## config.mk

```make
export PLATFORM = sky130hd
export DESIGN_NAME = usp_div_cell
export DESIGN_NICKNAME = d
export VERILOG_FILES = /design/src/design/usp_pkg.sv /design/src/design/usp_div_cell.sv
export SDC_FILE = /design/constraint.sdc
export NUM_CORES = 1
export LEC_CHECK = 0
export BUFFER_PORTS_ARGS = -buffer_cell sky130_fd_sc_hd__buf_2
export CAP_MARGIN = 0
export CORE_ASPECT_RATIO = 1.25
export CORE_MARGIN = 2
export CORE_UTILIZATION = 28
export DETAILED_ROUTE_END_ITERATION = 10
export GPL_ROUTABILITY_DRIVEN = 1
export PLACE_DENSITY = 0.64
export SKIP_LAST_GASP = 1
export SYNTH_ARGS = -nofsm -noshare
export SYNTH_HDL_FRONTEND = slang
export SYNTH_SLANG_ARGS = --single-unit
```

## constraint.sdc

```tcl
create_clock -name i_clk -period 2.5 [get_ports i_clk]
set_input_delay 0.125 -clock i_clk [delete_from_list [all_inputs] [get_ports i_clk]]
set_output_delay 0.125 -clock i_clk [all_outputs]
set_load 0.05 [all_outputs]
```

## src/design/usp_pkg.sv

```systemverilog
// Shared types, constants and the arctangent table of the UV-sphere mesh generator.
package usp_pkg;

    localparam int CUT_W     = 10;
    localparam int IDX_W     = 20;
    localparam int TEX_W     = 17;
    localparam int ROT_W     = 34;
    localparam int QUO_W     = 34;
    localparam int DIV_CELLS = 33;

    localparam logic [ROT_W-1:0] CORDIC_K     = 34'h026DD3B6A;
    localparam logic [ROT_W-1:0] QUARTER_TURN = 34'h040000000;
    localparam logic [ROT_W-1:0] HALF_TURN    = 34'h080000000;

    typedef enum logic [2:0] {
        REG_RADIUS   = 3'd0,
        REG_H_CUTS   = 3'd1,
        REG_V_CUTS   = 3'd2,
        REG_CENTER_X = 3'd3,
        REG_CENTER_Y = 3'd4,
        REG_CENTER_Z = 3'd5,
        REG_TINT     = 3'd6
    } t_reg_idx;

    // partial remainders and quotient bits of the two divisions (segment/h, ring/v)
    typedef struct packed {
        logic [CUT_W-1:0] rem_h;
        logic [CUT_W-1:0] rem_v;
        logic [QUO_W-1:0] q_h;
        logic [QUO_W-1:0] q_v;
    } t_div;

    typedef struct packed {
        logic [ROT_W-1:0] x;
        logic [ROT_W-1:0] y;
        logic [ROT_W-1:0] z;
    } t_lane;

    // elevation lane and azimuth lane of the rotator
    typedef struct packed {
        t_lane elev;
        t_lane azim;
    } t_rot;

    typedef struct packed {
        logic             valid;
        logic             req_type;
        logic             bad;
        logic [IDX_W-1:0] i0;
        logic [IDX_W-1:0] i2;
        logic [TEX_W-1:0] tex_u;
        logic [TEX_W-1:0] tex_v;
        logic             neg_e;
        logic             neg_a;
    } t_side;

    function automatic logic [ROT_W-1:0] usp_atan(input int k);
        case (k)
            0:       return 34'h020000000;
            1:       return 34'h012E4051E;
            2:       return 34'h009FB385B;
            3:       return 34'h0051111D4;
            4:       return 34'h0028B0D43;
            5:       return 34'h00145D7E1;
            6:       return 34'h000A2F61E;
            7:       return 34'h000517C55;
            8:       return 34'h00028BE53;
            9:       return 34'h000145F2F;
            10:      return 34'h0000A2F98;
            11:      return 34'h0000517CC;
            12:      return 34'h000028BE6;
            13:      return 34'h0000145F3;
            14:      return 34'h00000A2FA;
            15:      return 34'h00000517D;
            16:      return 34'h0000028BE;
            17:      return 34'h00000145F;
            18:      return 34'h000000A30;
            19:      return 34'h000000518;
            20:      return 34'h00000028C;
            21:      return 34'h000000146;
            22:      return 34'h0000000A3;
            23:      return 34'h000000051;
            default: return '0;
        endcase
    endfunction

endpackage

```

## src/design/usp_div_cell.sv

```systemverilog
// One restoring-division cell: one quotient bit for each of the two divisions.
module usp_div_cell
    import usp_pkg::*;
(
    input  logic             i_clk,
    input  logic             i_en,
    input  logic [CUT_W-1:0] i_den_h,
    input  logic [CUT_W-1:0] i_den_v,
    input  t_div             i_div,
    output t_div             o_div
);

    logic [CUT_W:0] w_th;
    logic [CUT_W:0] w_tv;
    logic           w_ge_h;
    logic           w_ge_v;
    t_div           n_div;
    t_div           r_div;

    always_comb begin
        w_th   = {i_div.rem_h, 1'b0};
        w_tv   = {i_div.rem_v, 1'b0};
        w_ge_h = (w_th >= {1'b0, i_den_h});
        w_ge_v = (w_tv >= {1'b0, i_den_v});
        n_div.rem_h = w_ge_h ? CUT_W'(w_th - {1'b0, i_den_h}) : CUT_W'(w_th);
        n_div.rem_v = w_ge_v ? CUT_W'(w_tv - {1'b0, i_den_v}) : CUT_W'(w_tv);
        n_div.q_h   = {i_div.q_h[QUO_W-2:0], w_ge_h};
        n_div.q_v   = {i_div.q_v[QUO_W-2:0], w_ge_v};
    end

    always_ff @(posedge i_clk) begin
        if (i_en) begin
            r_div <= n_div;
        end
    end

    assign o_div = r_div;

endmodule

```

# --- Word level (Yosys, flattened, before mapping) ---
# Index checks and enable logic that the tools add are counted.
totals:
  register_bits: 88
  out_inout_bits: 88
  inputBits: 110
  elab_cells: 12
classes:
  order_cmp: 2
  muxes: 2
  addsub: 2
op_table:
  columns: ["operator", "count"]
  rows:
  - ["greater-or-equal comparator 11 x 10 -> 1 bit", 2]
  - ["two-way mux 10 bit", 2]
  - ["subtractor 10 bit", 2]

# --- Logic depth before layout (Yosys ltp) ---
depth:
  ltp_word: 2
  ltp_mapped: 9
  ltp_nobuf: 8

# --- Worst setup path after synthesis ---
# No wires, ideal clock.
synth_timing:
  kind: "in2reg"
  startpoint: "input i_den_v[1]"
  endpoint: "register r_div, in the netlist o_div[69] (data pin)"
  path_buffers: 1
  arrival_time_ps: 1941
  required_ps: 2240
  setup_slack_ps: 298
  path_stages: 8
  setup_ps: 260
  cell_sequence: "inv_1 ha_1 nor2b_1 o31a_1 o32a_4 a41o_1 buf_6 mux2_4"
synth_rtl:
  columns: ["element", "line_no", "text"]
  rows:
  - ["start, declared", "usp_div_cell.sv:8", "input logic [CUT_W-1:0] i_den_v,"]
  - ["end signal, assigned", "usp_div_cell.sv:33", "r_div <= n_div;"]
  - ["end, declared", "usp_div_cell.sv:18", "t_div r_div;"]

==> flow_summary_export.csv <==
group,metric,value,unit
sta,hold_viol,0,
route,vias,3037,
worst_setup_path,end_kind,"register",
clock_tree,cts_buffers,9,
power,leakagePower,2.692,nW
clock_tree,cts_max_path_buffers,2,
route,wl_per_cell,13.91,um
yosys,yosysWarningCount,0,
job,cap_viol_max_count,0,
yosys,async_reset_ff_share,0,%
run_status,status,"finished, final reports clean",
yosys,syn_inst,245,
place,dpl_worst_slack,-0.05888,ns
yosys,synth_flop_cell,"edfxtp_1",
power,seqPwrFrac,42.8,%
route,antenna_left,0,
power,cellPowerDensity,704.7,mW/mm^2
worst_setup_path,cp_max_fo,11,
route,route.final.wire_length,9768,um
yosys,synth_edf_count,88,
worst_setup_path,worstPathArrival,2.27,ns
power,peakVddDrop,0.0003113,V
sta,final_max_slew_viol_count,0,
sta,period_share,87.83,%
sta,max-slew-margin-rel,57.68,%
worst_setup_path,worstPathRequired,2.58,ns
finish,layout-drive-gt1-share,44.40,%
route,vias_per_cell,4.326,
worst_setup_path,crit_type,"input port to register",
sta,period_needed,2.196,ns
route,drtIter0Drc,77,
power,swShare,32.47,%
global_routing,antenna_found_initial,0,
finish,fill_cells,1234,
sta,tightest_slew,0.6347,ns
finish,nets,654,
clock_tree,cts.sinks,88,
sta,fin_setup_tns,0,ns
clock_tree,cts_tree,"yes",
global_routing,overflow,0,
sta,layout_setup_ws,0.3043,ns
hold_path,whs_path_depth,2,
finish,final_cell_mix,"buf_2 (194), edfxtp_1 (88), dlygate4sd3_1 (66)",
clock_tree,root_buffer,"clkbuf_16",
clock_tree,path_clk_slew,0.07,ns
floorplanning,io_pins,198,
yosys,yosys-top-cells-area,"edfxtp_1 (68%), ha_1 (6.5%), mux2_4 (3.1%)",
global_routing,grt_max_degree,58,
place,gp_congestion,0.8532,
sta,fmax,455.4,MHz
floorplanning,die_x,109.1,um
finish,largest_register_ffs,88,
yosys,synth_top_area_cell,"edfxtp_1",
yosys,yosysSeqAreaShare,68.33,%
route,dr.pass1.iters,4,
yosys,synth_area,0.003867,sq mm
power,pwr-share-clk,29.6,%
place,dp_hpwl,7265,um
floorplanning,die_h,135.4,um
yosys,yosysTopAreaCellShare,68.33,%
floorplanning,initial_core_util,28.37,%
global_routing,grt_pass1_wl,14510,um
floorplanning,core,0.01363,sq mm
finish,areaGrowthSynthToFinish,56.62,%
worst_setup_path,startpoint,"i_den_v[1]",
power,comb_power_share,27.6,%
power,p_sw,1.386,mW
yosys,synth_nets,377,
power,intPower,2.882,mW
global_routing,track_usage,12.74,%
finish,multiInputGateArea,0.001124,sq mm
route,route.detailed.drc,0,
floorplanning,rows,48,
finish,utilization,44.43,%
worst_setup_path,critPathCapture,"o_div[77]",
clock_tree,ctsHtreeMaxLevel,3,
yosys,yosysUniqueCellTypes,41,
global_routing,grt_pass1_vias,3089,
place,io_buffers,195,
worst_setup_path,start_kind,"input port",
yosys,synth_area_per_cell,15.79,sq um
hold_path,hp-class,"input port to register",
floorplanning,die_area,0.01477,sq mm
yosys,synth-seq-cells,88,
clock_tree,cts_setup_buffers,0,
finish,area.sequential,0.002643,sq mm
finish,n_antenna_cell,0,
sta,setup_violations,0,
sta,rsz0062_at_grt,"false",
finish,layout_commonest_cell,"buf_2",
## metal layers
layer  share of wire, %  up-vias  track usage [%]  wire [um]
met2                 52      126            22.98       5055
met1                 40     1410            14.47       3914
li1                   -     1489                -          -
met3                6.2       12            2.453        608
met4                1.9        0            5.413        190
met5                  0        -                0          0
## kinds of logic after synthesis
logic type / count (synthesis) / synth area share (%)
AOI/OAI and AO/OA: 47 / 8.476
xor gates and xnor gates: 12 / 2.718
adders and majority gates: 22 / 7.506
buffers and inverters: 25 / 2.621
DFF: 88 / 68.33
muxes: 16 / 5.403
and+or+nand+nor: 35 / 4.950
## Yosys cell counts, types with 5 or more instances
| cell | number |
|---|---|
| o21ai_1 | 5 |
| mux2_2 | 6 |
| nand2b_1 | 6 |
| inv_1 | 24 |
| a21oi_1 | 10 |
| xnor2_1 | 8 |
| ha_1 | 20 |
| edfxtp_1 | 88 |
| o21ai_0 | 7 |
| mux2_4 | 8 |
| nor2_1 | 5 |
| nor3_1 | 5 |
## how the worst min path moves through the flow
| stage | to | startpoint |
|---|---|---|
| final | o_div[73] | i_div[72] |
| after CTS | o_div[73] | i_div[72] |
| after global routing | o_div[73] | i_div[72] |
| after global placement | o_div[66] | i_div[65] |
| after detailed placement | o_div[35] | i_div[34] |
| after floorplan | o_div[10] | i_div[9] |
## critical path, stage by stage
cell and delay (ns):
buf_2 0.08, inv_1 0.05, ha_1 0.30, nor2b_1 0.15, o31a_1 0.30, o32a_4 0.40, a41o_1 0.47, mux2_1 0.39
## layout make-up
cell class	instances	share of cell area [%]
clock buffer	9	3.718
timing repair buffer	267	28.01
inverter	24	1.487
clock inverter	7	0.9915
multi-input combinational	132	18.55
tap	175	3.615
sequential	88	43.63
## power by group through the flow
stage / clock network, mW / registers, mW / logic [mW]
global route: 1.38 / 1.84 / 1.25
detailed placement: 0 / 1.86 / 1.10
global placement: 0 / 1.86 / 1.09
floorplan: 0 / 2.36 / 0.281
finish: 1.26 / 1.83 / 1.18
CTS: 1.32 / 1.83 / 1.18
## metrics by stage
| step | hold WS [ns] | instances | power [mW] | cell area (sq um) |
|---|---|---|---|---|
| detailed placement | 0.3032 | 620 | 2.957 | 5111 |
| global placement | 0.3022 | 620 | 2.943 | 5111 |
| finish | 0.1097 | 702 | 4.268 | 6057 |
| floorplan | 0.2239 | 245 | 2.638 | 3867 |
| CTS | 0.09531 | 702 | 4.330 | 6057 |
| global route | 0.1001 | 702 | 4.469 | 6057 |
## timing repair
action | in CTS | in global routing
hold buffers | 66 | 0
gates resized for setup | 0 | 0
endpoints found under the hold margin | 66 | 0
endpoints found under the setup margin | 0 | 0
No activity file was read; power rests on OpenSTA's default activity.
